[src/stream_byte_reassembler_defines.svh]
// Assertion macros for the stream byte reassembler.
// Used by stream_byte_reassembler; expects signals clock and reset in scope.
`ifndef STREAM_BYTE_REASSEMBLER_DEFINES_SVH
`define STREAM_BYTE_REASSEMBLER_DEFINES_SVH

// Same-cycle implication, disabled during reset
`define SBR_ASSERT_IMP(lbl, ante, cons, msg) \
   lbl: assert property (@(posedge clock) disable iff (reset) (ante) |-> (cons)) \
      else $error(msg);

// Next-cycle implication, disabled during reset
`define SBR_ASSERT_NXT(lbl, ante, cons, msg) \
   lbl: assert property (@(posedge clock) disable iff (reset) (ante) |=> (cons)) \
      else $error(msg);

`endif

[src/sbr_pkg.sv]
// Package for the stream byte reassembler: sizes, sequencer states, ring control.
// No dependencies; imported by sbr_ring and stream_byte_reassembler.
package sbr_pkg;

   // Reorder window in bytes (power of two, slot = low bits of the index)
   localparam int WINDOW  = 64;
   localparam int SLOT_W  = $clog2(WINDOW);
   localparam int CNT_W   = $clog2(WINDOW + 1);

   localparam int IDX_W   = 64;
   localparam int BYTE_W  = 8;
   localparam int SPACE_W = 7;
   localparam int PEND_W  = 7;

   // Stream bus payload widths
   localparam int REQ_DATA_W = 80;
   localparam int REQ_USER_W = 2;
   localparam int RSP_DATA_W = 16;
   localparam int RSP_USER_W = 2;

   // Sequencer states
   typedef enum logic [3:0] {
      ST_IDLE,
      ST_LIMIT,
      ST_DECIDE,
      ST_SCAN,
      ST_ADVANCE,
      ST_ENDPOS,
      ST_CLOSE,
      ST_REPORT,
      ST_EMIT_RD,
      ST_EMIT_OUT
   } sbr_state_type;

   // Control from the sequencer to the byte ring
   typedef struct packed {
      logic              wr_en;
      logic [SLOT_W-1:0] wr_addr;
      logic [BYTE_W-1:0] wr_data;
      logic              set_en;
      logic              clr_en;
      logic [SLOT_W-1:0] flag_addr;
      logic [SLOT_W-1:0] rd_addr;
   } ring_ctrl_type;

endpackage

[src/sbr_ring.sv]
// Byte ring of the reassembler: byte memory with registered read, per-slot valid marks.
// Depends on sbr_pkg.
module sbr_ring (
   input  logic                  clock,
   input  logic                  reset,
   input  sbr_pkg::ring_ctrl_type ctrl,
   output logic [sbr_pkg::BYTE_W-1:0] rd_data,
   output logic                  flag_q
);
   import sbr_pkg::*;

   logic [BYTE_W-1:0] ring_mem [WINDOW];
   logic [BYTE_W-1:0] rd_data_ff;
   logic [WINDOW-1:0] valid_ff;
   logic [WINDOW-1:0] valid_in;

   // byte memory: one write port, one registered read port
   always_ff @(posedge clock) begin
      if (ctrl.wr_en) begin
         ring_mem[ctrl.wr_addr] <= ctrl.wr_data;
      end
      rd_data_ff <= ring_mem[ctrl.rd_addr];
   end

   // valid marks, set or cleared at the flag address
   always_comb begin
      valid_in = valid_ff;
      if (ctrl.set_en) begin
         valid_in[ctrl.flag_addr] = 1'b1;
      end else if (ctrl.clr_en) begin
         valid_in[ctrl.flag_addr] = 1'b0;
      end
   end

   always_ff @(posedge clock) begin
      if (reset) begin
         valid_ff <= '0;
      end else begin
         valid_ff <= valid_in;
      end
   end

   assign rd_data = rd_data_ff;
   assign flag_q  = valid_ff[ctrl.flag_addr];

endmodule

[src/stream_byte_reassembler.sv]
// Top level of the stream byte reassembler: sequencer, shared 64-bit adder, output register.
// Depends on sbr_pkg, sbr_ring and stream_byte_reassembler_defines.svh.
//
//  channel | dir | tdata                                   | tuser                  | tlast
//  req_    | in  | stream_index, data_byte, out_space      | byte_present, stream_last | segment_end
//  rsp_    | out | out_byte, pending_bytes                 | out_valid, stream_closed  | run_last
//
// After acceptance an item keeps req_tready low through the limit, decide, advance,
// end-position and close states, then a report when it emits nothing, or a ring read and
// an output load per emitted byte; a run scan steps over the stored bytes slot by slot. The
// next item is taken in the idle state after that. The slot-by-slot scan and the single ring read port set this.
// Reset clears the valid marks and all stream state at once; no clearing pass.
// A stalled rsp_ holds the sequencer before its next result load only.
module stream_byte_reassembler (
   input  logic                              clock,
   input  logic                              reset,
   input  logic                              req_tvalid,
   output logic                              req_tready,
   // [63:0] stream_index, [71:64] data_byte, [78:72] out_space, [79] zero
   input  logic [sbr_pkg::REQ_DATA_W-1:0]    req_tdata,
   // [0] byte_present, [1] stream_last
   input  logic [sbr_pkg::REQ_USER_W-1:0]    req_tuser,
   input  logic                              req_tlast,
   output logic                              rsp_tvalid,
   input  logic                              rsp_tready,
   // [7:0] out_byte, [14:8] pending_bytes, [15] zero
   output logic [sbr_pkg::RSP_DATA_W-1:0]    rsp_tdata,
   // [0] out_valid, [1] stream_closed
   output logic [sbr_pkg::RSP_USER_W-1:0]    rsp_tuser,
   output logic                              rsp_tlast
);
   import sbr_pkg::*;

   `include "stream_byte_reassembler_defines.svh"

   localparam logic [PEND_W-1:0] PEND_MAX = PEND_W'(WINDOW);

   sbr_state_type state_ff, state_in;

   // captured item
   logic [IDX_W-1:0]   idx_ff;
   logic [BYTE_W-1:0]  data_ff;
   logic               present_ff, seg_end_ff, last_ff;
   logic [SPACE_W-1:0] space_ff;

   // stream state
   logic [IDX_W-1:0]  ne_ff, ne_in;
   logic [IDX_W-1:0]  end_pos_ff, end_pos_in;
   logic [IDX_W-1:0]  limit_ff, limit_in;
   logic              end_known_ff, end_known_in;
   logic              mid_ff, mid_in;
   logic              closed_ff, closed_in;
   logic [PEND_W-1:0] pending_ff, pending_in;

   // sequencer working registers
   logic [SLOT_W-1:0] ptr_ff, ptr_in;
   logic [SLOT_W-1:0] ep_ff, ep_in;
   logic [CNT_W-1:0]  emit_left_ff, emit_left_in;

   // output register
   logic              rsp_valid_ff, rsp_valid_in;
   logic [BYTE_W-1:0] rsp_byte_ff, rsp_byte_in;
   logic              rsp_ovalid_ff, rsp_ovalid_in;
   logic              rsp_closed_ff, rsp_closed_in;
   logic [PEND_W-1:0] rsp_pend_ff, rsp_pend_in;
   logic              rsp_last_ff, rsp_last_in;

   // shared adder
   logic [IDX_W-1:0] add_a, add_b;
   logic [IDX_W:0]   add_sum;

   ring_ctrl_type     ring_ctrl;
   logic [BYTE_W-1:0] ring_rd_data;
   logic              ring_flag;

   logic               req_fire, out_free, load;
   logic               take, hit;
   logic [SLOT_W-1:0]  slot_s;
   logic [SPACE_W-1:0] space_clip;

   assign req_fire   = req_tvalid && req_tready;
   assign out_free   = !rsp_valid_ff || rsp_tready;
   assign slot_s     = idx_ff[SLOT_W-1:0];
   assign space_clip = (space_ff > SPACE_W'(WINDOW)) ? SPACE_W'(WINDOW) : space_ff;
   assign take       = present_ff && !closed_ff && (idx_ff >= ne_ff) && (idx_ff < limit_ff);
   assign hit        = (idx_ff == ne_ff);
   assign load       = out_free && ((state_ff == ST_REPORT) || (state_ff == ST_EMIT_OUT));

   sbr_ring u_ring (
      .clock   (clock),
      .reset   (reset),
      .ctrl    (ring_ctrl),
      .rd_data (ring_rd_data),
      .flag_q  (ring_flag)
   );

   // shared adder operand select
   always_comb begin
      case (state_ff)
         ST_LIMIT: begin
            add_a = ne_ff;
            add_b = IDX_W'(space_clip);
         end
         ST_ADVANCE: begin
            add_a = ne_ff;
            add_b = IDX_W'(emit_left_ff);
         end
         ST_ENDPOS: begin
            add_a = idx_ff;
            add_b = IDX_W'(present_ff);
         end
         default: begin
            add_a = ne_ff;
            add_b = '0;
         end
      endcase
   end
   assign add_sum = {1'b0, add_a} + {1'b0, add_b};

   // next state
   always_comb begin
      state_in = state_ff;
      case (state_ff)
         ST_IDLE: begin
            if (req_fire) state_in = ST_LIMIT;
         end
         ST_LIMIT:   state_in = ST_DECIDE;
         ST_DECIDE: begin
            if (take && hit) state_in = ST_SCAN;
            else             state_in = ST_ADVANCE;
         end
         ST_SCAN: begin
            if (!ring_flag) state_in = ST_ADVANCE;
         end
         ST_ADVANCE: state_in = ST_ENDPOS;
         ST_ENDPOS:  state_in = ST_CLOSE;
         ST_CLOSE: begin
            if (emit_left_ff == '0) state_in = ST_REPORT;
            else                    state_in = ST_EMIT_RD;
         end
         ST_REPORT: begin
            if (out_free) state_in = ST_IDLE;
         end
         ST_EMIT_RD: state_in = ST_EMIT_OUT;
         ST_EMIT_OUT: begin
            if (out_free) begin
               if (emit_left_ff == CNT_W'(1)) state_in = ST_IDLE;
               else                           state_in = ST_EMIT_RD;
            end
         end
         default: state_in = ST_IDLE;
      endcase
   end

   // datapath and ring control per state
   always_comb begin
      ne_in        = ne_ff;
      end_pos_in   = end_pos_ff;
      limit_in     = limit_ff;
      end_known_in = end_known_ff;
      mid_in       = mid_ff;
      closed_in    = closed_ff;
      pending_in   = pending_ff;
      ptr_in       = ptr_ff;
      ep_in        = ep_ff;
      emit_left_in = emit_left_ff;

      rsp_valid_in  = rsp_valid_ff && !rsp_tready;
      rsp_byte_in   = rsp_byte_ff;
      rsp_ovalid_in = rsp_ovalid_ff;
      rsp_closed_in = rsp_closed_ff;
      rsp_pend_in   = rsp_pend_ff;
      rsp_last_in   = rsp_last_ff;

      ring_ctrl           = '0;
      ring_ctrl.wr_addr   = slot_s;
      ring_ctrl.wr_data   = data_ff;
      ring_ctrl.flag_addr = slot_s;
      ring_ctrl.rd_addr   = ep_ff;

      case (state_ff)
         ST_IDLE: begin
            emit_left_in = '0;
         end
         // latch the acceptance limit on a segment's first item, saturating
         ST_LIMIT: begin
            if (!mid_ff) begin
               limit_in = add_sum[IDX_W] ? '1 : add_sum[IDX_W-1:0];
            end
            mid_in = !seg_end_ff;
         end
         // in-order byte starts a run; an early byte is stored
         ST_DECIDE: begin
            if (take) begin
               ring_ctrl.wr_en = 1'b1;
               if (hit) begin
                  if (ring_flag) begin
                     ring_ctrl.clr_en = 1'b1;
                     pending_in       = pending_ff - PEND_W'(1);
                  end
                  emit_left_in = CNT_W'(1);
                  ptr_in       = slot_s + SLOT_W'(1);
                  ep_in        = slot_s;
               end else if (!ring_flag) begin
                  ring_ctrl.set_en = 1'b1;
                  pending_in       = pending_ff + PEND_W'(1);
               end
            end
         end
         // count contiguous stored bytes, one slot per cycle
         ST_SCAN: begin
            ring_ctrl.flag_addr = ptr_ff;
            if (ring_flag) begin
               emit_left_in = emit_left_ff + CNT_W'(1);
               ptr_in       = ptr_ff + SLOT_W'(1);
            end
         end
         ST_ADVANCE: begin
            ne_in = add_sum[IDX_W-1:0];
            if (emit_left_ff != '0) begin
               pending_in = pending_ff - PEND_W'(emit_left_ff - CNT_W'(1));
            end
         end
         ST_ENDPOS: begin
            if (seg_end_ff && last_ff) begin
               end_known_in = 1'b1;
               end_pos_in   = add_sum[IDX_W-1:0];
            end
         end
         ST_CLOSE: begin
            if (end_known_ff && (ne_ff == end_pos_ff)) closed_in = 1'b1;
         end
         // single result for an item that delivers nothing
         ST_REPORT: begin
            if (out_free) begin
               rsp_valid_in  = 1'b1;
               rsp_byte_in   = '0;
               rsp_ovalid_in = 1'b0;
               rsp_closed_in = closed_ff;
               rsp_pend_in   = pending_ff;
               rsp_last_in   = 1'b1;
            end
         end
         // deliver one byte of the run and free its slot
         ST_EMIT_OUT: begin
            ring_ctrl.flag_addr = ep_ff;
            if (out_free) begin
               ring_ctrl.clr_en = 1'b1;
               rsp_valid_in     = 1'b1;
               rsp_byte_in      = ring_rd_data;
               rsp_ovalid_in    = 1'b1;
               rsp_closed_in    = closed_ff;
               rsp_pend_in      = pending_ff;
               rsp_last_in      = (emit_left_ff == CNT_W'(1));
               ep_in            = ep_ff + SLOT_W'(1);
               emit_left_in     = emit_left_ff - CNT_W'(1);
            end
         end
         default: begin
         end
      endcase
   end

   // control registers
   always_ff @(posedge clock) begin
      if (reset) begin
         state_ff     <= ST_IDLE;
         ne_ff        <= '0;
         end_pos_ff   <= '0;
         limit_ff     <= '0;
         end_known_ff <= 1'b0;
         mid_ff       <= 1'b0;
         closed_ff    <= 1'b0;
         pending_ff   <= '0;
         emit_left_ff <= '0;
         rsp_valid_ff <= 1'b0;
      end else begin
         state_ff     <= state_in;
         ne_ff        <= ne_in;
         end_pos_ff   <= end_pos_in;
         limit_ff     <= limit_in;
         end_known_ff <= end_known_in;
         mid_ff       <= mid_in;
         closed_ff    <= closed_in;
         pending_ff   <= pending_in;
         emit_left_ff <= emit_left_in;
         rsp_valid_ff <= rsp_valid_in;
      end
   end

   // payload registers
   always_ff @(posedge clock) begin
      if (req_fire) begin
         idx_ff     <= req_tdata[63:0];
         data_ff    <= req_tdata[71:64];
         space_ff   <= req_tdata[78:72];
         present_ff <= req_tuser[0];
         last_ff    <= req_tuser[1];
         seg_end_ff <= req_tlast;
      end
      ptr_ff        <= ptr_in;
      ep_ff         <= ep_in;
      rsp_byte_ff   <= rsp_byte_in;
      rsp_ovalid_ff <= rsp_ovalid_in;
      rsp_closed_ff <= rsp_closed_in;
      rsp_pend_ff   <= rsp_pend_in;
      rsp_last_ff   <= rsp_last_in;
   end

   assign req_tready = (state_ff == ST_IDLE);
   assign rsp_tvalid = rsp_valid_ff;
   assign rsp_tdata  = {1'b0, rsp_pend_ff, rsp_byte_ff};
   assign rsp_tuser  = {rsp_closed_ff, rsp_ovalid_ff};
   assign rsp_tlast  = rsp_last_ff;

   `SBR_ASSERT_IMP(a_pending_bound, 1'b1, pending_ff <= PEND_MAX, "pending count above window")
   `SBR_ASSERT_NXT(a_closed_sticky, closed_ff, closed_ff, "stream closed flag dropped")
   `SBR_ASSERT_IMP(a_emit_count, (state_ff == ST_EMIT_RD) || (state_ff == ST_EMIT_OUT), emit_left_ff != '0, "emitting with empty run")
   `SBR_ASSERT_NXT(a_last_to_idle, load && rsp_last_in, state_ff == ST_IDLE, "run ended but sequencer busy")

endmodule
[config.mk]
export PLATFORM = sky130hd
export DESIGN_NAME = stream_byte_reassembler
export DESIGN_NICKNAME = d
export VERILOG_FILES = /design/src/sbr_pkg.sv /design/src/sbr_ring.sv /design/src/stream_byte_reassembler.sv
export VERILOG_INCLUDE_DIRS = /design/src /design/src/src
export SDC_FILE = /design/constraint.sdc
export NUM_CORES = 2
export LEC_CHECK = 0
export BUFFER_PORTS_ARGS = -buffer_cell sky130_fd_sc_hd__buf_2
export CAP_MARGIN = 20
export CORE_AREA = 3 3 348 316
export CTS_CLUSTER_SIZE = 40
export DETAILED_ROUTE_END_ITERATION = 8
export DIE_AREA = 0 0 351 319
export GPL_TIMING_DRIVEN = 0
export PLACE_DENSITY = 0.59
export SLEW_MARGIN = 40
export SYNTH_ARGS = -nofsm -noshare
export SYNTH_HDL_FRONTEND = slang
export SYNTH_HIERARCHICAL = 1
export SYNTH_SLANG_ARGS = --single-unit
[constraint.sdc]
create_clock -name clock -period 10 [get_ports clock]
set_input_delay 0.5 -clock clock [delete_from_list [all_inputs] [get_ports clock]]
set_output_delay 0.5 -clock clock [all_outputs]
set_load 0.01 [all_outputs]
Word-level counts from Yosys, hierarchy flattened. Memories as Yosys holds them, arrays and structs flattened. A register that Yosys moved wholly into a read port is not among the register bits. Index checks and enable logic that the tools add are counted.

$lt $le $gt $ge: 5. Mux-type cells: 60. Multipliers: 0. Reduce and logical (&&, ||, !) cells: 34. Shift operators: 0. Bitwise logic cells: 4. Equality and inequality tests: 22. $add $sub $neg: 9. Div/mod/pow operators: 0.

Operators with widths (count): $mux 64 (4); $eq 64x64->1 (2); $mux 7 (10); $add 64x64->65 (1); $and 64x64->64 (1); $ge 64x64->1 (1); $lt 64x64->1 (1); $not 64->64 (1); $or 64x64->64 (1); $pmux 4 s10 (1); $mux 6 (6); $pmux 6 s2 (3); $pmux 7 s4 (1); $mux 4 (6); $pmux 7 s3 (1); $add 6x1->6 const B (3); $mux 1 (17); $eq 4x3->1 const B (4); $mux 8 (2); $pmux 8 s2 (1); $add 7x1->7 const B (2); $ne 2x2->1 const B (7); $pmux 7 s2 (1); $sub 7x1->7 const B (2); other kinds (29) (55).

Input port bits: 87. Output and inout port bits: 21. Memories: 1. Word-level logic and storage cells: 159. Latch bits: 0. Flip-flop bits (word level): 390. Bits in writable memories: 512. Memory bits (read-only): 0.

Memories: u_ring.ring_mem (words 64, width 8, rd ports 1, clocked after Yosys merged registers in 1, write ports 1, line sbr_ring.sv:12) `logic [BYTE_W-1:0] ring_mem [WINDOW];`.

Longest topological paths before layout.
Depth in word-level cells: 10. Mapped depth: 23. Gate-level depth less buffers: 18.

Cells and area by module. Netlist, hierarchy kept.

Modules (own cells, without submodules): sbr_ring (instances 1, cells each 1316, area an instance 23560.1 um2, sequential area each 16816.1 um2); stream_byte_reassembler (instances 1, cells each 2160, area an instance 19029.5 um2, sequential area each 7647.3 um2).

Least setup slack after synthesis. No wires, ideal clock.

Path type: register -> register. Start: reg state_ff[2]. End: reg limit_ff[28]. Data arrival time: 4.673 ns. Setup slack: 5.208 ns. Setup time: 0.119 ns. Buffers on the path: 10. Required time: 9.881 ns. Cell stages (with the launch flop): 22. Period minus slack after synthesis: 4.792 ns. Path through: dfxtp_1 -> buf_4 -> and4bb_1 -> buf_6 -> buf_2 -> buf_2 -> buf_2 -> buf_1 -> buf_2 -> clkbuf_1 -> o21ai_0 -> ha_1 -> nor2b_1 -> o31a_1 -> o41ai_2 -> nor3_2 -> nand3_1 -> nor2_2 -> a21o_1 -> buf_4 -> buf_6 -> o221a_2.

Longest elaborated chain between the ends: 4. Elaborated cells on any way between the ends: 8. Those cells by class: add/sub: 1; eq/ne: 3; mux: 3; reduce/logical: 1.

Ends and longest elaborated chain: start: declaration (line stream_byte_reassembler.sv:38) `sbr_state_type state_ff, state_in;`; start signal: assignment (line stream_byte_reassembler.sv:278) `state_ff <= state_in;`; $eq 4x3->1 or $eq 4x1->1 (tied branches) (line stream_byte_reassembler.sv:99, stream_byte_reassembler.sv:181); $pmux 7 s3 or $mux 64 (tied branches) (line stream_byte_reassembler.sv:99) `case (state_ff)`; $add 64x64->65 (line stream_byte_reassembler.sv:118) `assign add_sum = {1'b0, add_a} + {1'b0, add_b};`; $mux 64 (line stream_byte_reassembler.sv:188) `limit_in = add_sum[IDX_W] ? '1 : add_sum[IDX_W-1:0];`; end signal: assignment (line stream_byte_reassembler.sv:281) `limit_ff <= limit_in;`; end: declaration (line stream_byte_reassembler.sv:49) `logic [IDX_W-1:0] limit_ff, limit_in;`.

Parallel ways exist; a longest one is shown, timed or not. A chain may end at the register's enable or synchronous reset.

Worst setup path after layout.
Start: reg state_ff[1]. End: reg limit_ff[60].

Same word-level chain as after synthesis.

==> summary.md <==
| Metric | Value |
|---|---|
| Yosys cell types | 95 |
| P&R area growth vs syn | 16.2% |
| Hold path startpoint | req_tdata[68] |
| Syn Std Cell Area | 0.0426 mm^2 |
| Crit share post-route | 0.775 |
| Final min period | 7.75 ns |
| Post-synth EDFFs | 624 |
| Final Util | 0.463 |
| Slew headroom | 0.359 |
| CP Capture Type | flop |
| Async SR Flop Fraction | 0 |
| Hold Path End | data_ff[4] |
| Worst reg2reg path endpoint | limit_ff[60] |
| Layout cell share with drive strength beyond 1 | 0.158 |
| Critical path class | flop to flop |
| Most common cell after layout, fill and taps aside | edfxtp_1 |
| Worst-Margin Slew | 0.961 ns |
| Root Buffer Master | clkbuf_16 |
| CTS tree | done |
| Commonest cells after routing, fill and taps aside | edfxtp_1, nand2_1, dfxtp_1 |
| Row cnt | 114 |
| Clock Pin Slew Worst Setup and Hold Paths | 0.07 ns |
| Total chip power | 10000 uW |
| Post-route setup TNS | 0 ns |
| P_leak | 0.0167 uW |
| First-pass GRT wire length | 195000 um |
| CP required | 10.50 ns |
| VDD IR max | 146 uV |
| Max Cap Viol | 0 |
| Clock Path Buffers | 3 |
| Sink Count | 910 |
| Reg2Reg Depth | 19 |
| Dpl hpwl | 95200 um |
| Final setup fails | 0 |
| Core area | 0.107 mm^2 |
| # Post-CTS Setup Buffers | 0 |
| CP Max Fanout | 10 |
| Outcome | complete, no violations |
| Hold Fails Final Rpt | 0 |
| 1st-iter DRT viols | 3841 |
| Max Freq | 129 MHz |
| Drt total wl | 132000 um |
| CP Launch Type | flop |
| Hold depth | 1 |
| DRC Markers | 0 |
| Fillers | 9539 |
| RSZ-0062 raised after global routing | no |
| Starting density of the core | 0.399 |
| CTS H-tree lvls | 3 |
| Syn Area/Cell | 12.3 um^2 |
| R2R Setup Slk | 2.25 ns |
| R2R Path Start | state_ff[1] |
| Total GRT Usage | 0.233 |
| Final ANT Viol Nets | 0 |
| Initial antenna violation count | 1 |
| Fin. max-slew vios | 0 |
| Via count | 30600 |
| Main synth FF type | edfxtp_1 |
| Largest net degree at the start of global routing | 41 |
| DR WL/cell | 25.0 um |
| CTS resizes | 0 |
| Vias/cell | 5.81 |
| Syn Nets | 3710 |
| Pwr/cell area | 202 mW/mm^2 |
| Die area | 0.112 mm^2 |
| #FFs+latches synth | 910 |
| Total grt overflow | 0 |
| Worst Hold Class | primary input to flop |
| Nets | 4022 |
| DR pass1 iterations | 6 |
| I/O pins | 108 |
| Clk_skew | 0.0600 ns |
| Post-synthesis sequential area ratio | 0.574 |
| Worst Path Arrival | 8.25 ns |
| Clk Latency, worst-skew pair | 0.72 ns |
| Horiz. Die Dim | 351 um |
| CTS buffer count | 96 |
| Routability Congestion | 0.961 |
| Number of global-route vias before repair | 29500 |
| Yosys warning total | 6 |
| Syn Inst Count | 3476 |
| I/O Buffers | 104 |
| Die extent in y | 319 um |
state kept, by name, indices dropped and copies added, names as in the netlist, 4 cells and up, named ones only:
register and flops:
data_ff 8, end_pos_ff 64, emit_left_ff 7, ep_ff 6, idx_ff 64, space_ff 7
pending_ff 7, u_ring/ring_mem 512, u_ring/rd_data 8, state_ff 4, rsp_pend_ff 7, ne_ff 64
limit_ff 64, ptr_ff 6, rsp_byte_ff 8
logic make-up after synthesis:
| kind of cell | count (synthesis) | share of synthesized area |
|---|---|---|
| flops | 910 | 0.574 |
| buf+inv | 357 | 0.0380 |
| mux | 259 | 0.104 |
| other cells | 1 | 0.0000880 |
| xor+xnor | 132 | 0.0271 |
| simple gates | 1025 | 0.114 |
| fa+ha+maj | 147 | 0.0435 |
| compound gates | 645 | 0.0994 |
synth_stat cells (10+ instances only):
library cell / n / area share
and3_1: 30 / 0.0044
o22ai_1: 34 / 0.0050
mux2_2: 19 / 0.0050
xnor2_1: 70 / 0.014
or3_1: 13 / 0.0019
buf_4: 17 / 0.0030
nand3_1: 98 / 0.012
xor2_1: 62 / 0.013
nor3_1: 44 / 0.0052
o211ai_1: 11 / 0.0019
mux2i_1: 102 / 0.024
nand3b_1: 10 / 0.0018
mux4_1: 21 / 0.013
a22oi_1: 12 / 0.0021
nand4_1: 83 / 0.012
inv_1: 156 / 0.014
edfxtp_1: 624 / 0.44
a21o_1: 15 / 0.0026
buf_2: 28 / 0.0033
o221a_2: 38 / 0.010
nor2b_1: 26 / 0.0038
a221oi_1: 33 / 0.0068
buf_6: 10 / 0.0026
nor2_1: 298 / 0.026
mux4_2: 117 / 0.062
o21a_1: 13 / 0.0023
nor4_1: 25 / 0.0037
o31ai_1: 19 / 0.0033
nand2b_1: 18 / 0.0026
a21oi_1: 244 / 0.029
nand2_1: 322 / 0.028
dfxtp_1: 286 / 0.13
a211oi_1: 29 / 0.0051
ha_1: 145 / 0.043
o21ai_0: 105 / 0.012
clkbuf_1: 127 / 0.011
area by class of cell:
cell class                 count  area [um^2]  area share
buffer                       200         1040      0.0210
antenna                        1         2.50   0.0000506
timing repair buffer         214         1670      0.0338
inverter                     157          589      0.0119
clock buffer                 115         2510      0.0508
sequential                   910        24500       0.495
clock inverter                64          795      0.0161
tap                         1392         1740      0.0352
multi-input combinational   2209        16700       0.337
where the power goes:
part           internal (uW)  switching [uW]  total [uW]
Sequential              4340             222        4570
Clock                   2150            1580        3730
Combinational            576            1120        1700
worst max-delay path by stage:
stage,slack [ns],to,cells past startpoint,from
floorplan,5.21,limit_ff[28],21,state_ff[2]
global placement,2.17,limit_ff[29],19,state_ff[1]
detailed placement,2.59,limit_ff[39],20,state_ff[2]
CTS,2.53,limit_ff[60],19,state_ff[1]
global route,2.11,limit_ff[60],20,state_ff[1]
finish,2.25,limit_ff[60],19,state_ff[1]
metal layers:
layer | track usage | part of all wire | wire (um)
met1 | 0.347 | 0.44 | 58500
met2 | 0.337 | 0.43 | 56500
met3 | 0.0476 | 0.094 | 12400
met4 | 0.0769 | 0.031 | 4120
met5 | 0 | 0 | 0
through the flow:
| step | instances | hold slack [ns] | cell area (um^2) | setup WS, ns |
|---|---|---|---|---|
| after detailed placement | 5004 | 0.448 | 45300 | 2.59 |
| after global placement | 4972 | 0.442 | 44900 | 2.17 |
| after floorplan | 3476 | 0.429 | 42600 | 5.21 |
| after global routing | 5261 | 0.00187 | 49500 | 2.11 |
| after CTS | 5259 | 0.00752 | 49400 | 2.53 |
| final | 5262 | 0.0344 | 49500 | 2.25 |
critical path, cell delays in order (launching register included):
cell	delay (ns)
dfxtp_1	0.38
and4bb_1	0.51
buf_6	0.25
buf_2	0.44
buf_2	0.37
buf_2	0.38
buf_1	0.74
buf_2	0.58
clkbuf_1	0.35
o21ai_0	0.16
ha_1	0.36
nor2b_1	0.17
o31a_1	0.30
o41ai_4	0.69
nor3_2	0.31
nand3_1	0.21
nor2_2	0.08
a21oi_2	0.60
clkbuf_1	0.46
a221oi_1	0.14
timing repair:
action / in CTS / in global routing
hold buffers: 76 / 1
setup endpoints to repair: 0 / 0
endpoints found under the hold margin: 76 / 1
Power figures use the tool's default switching activity.
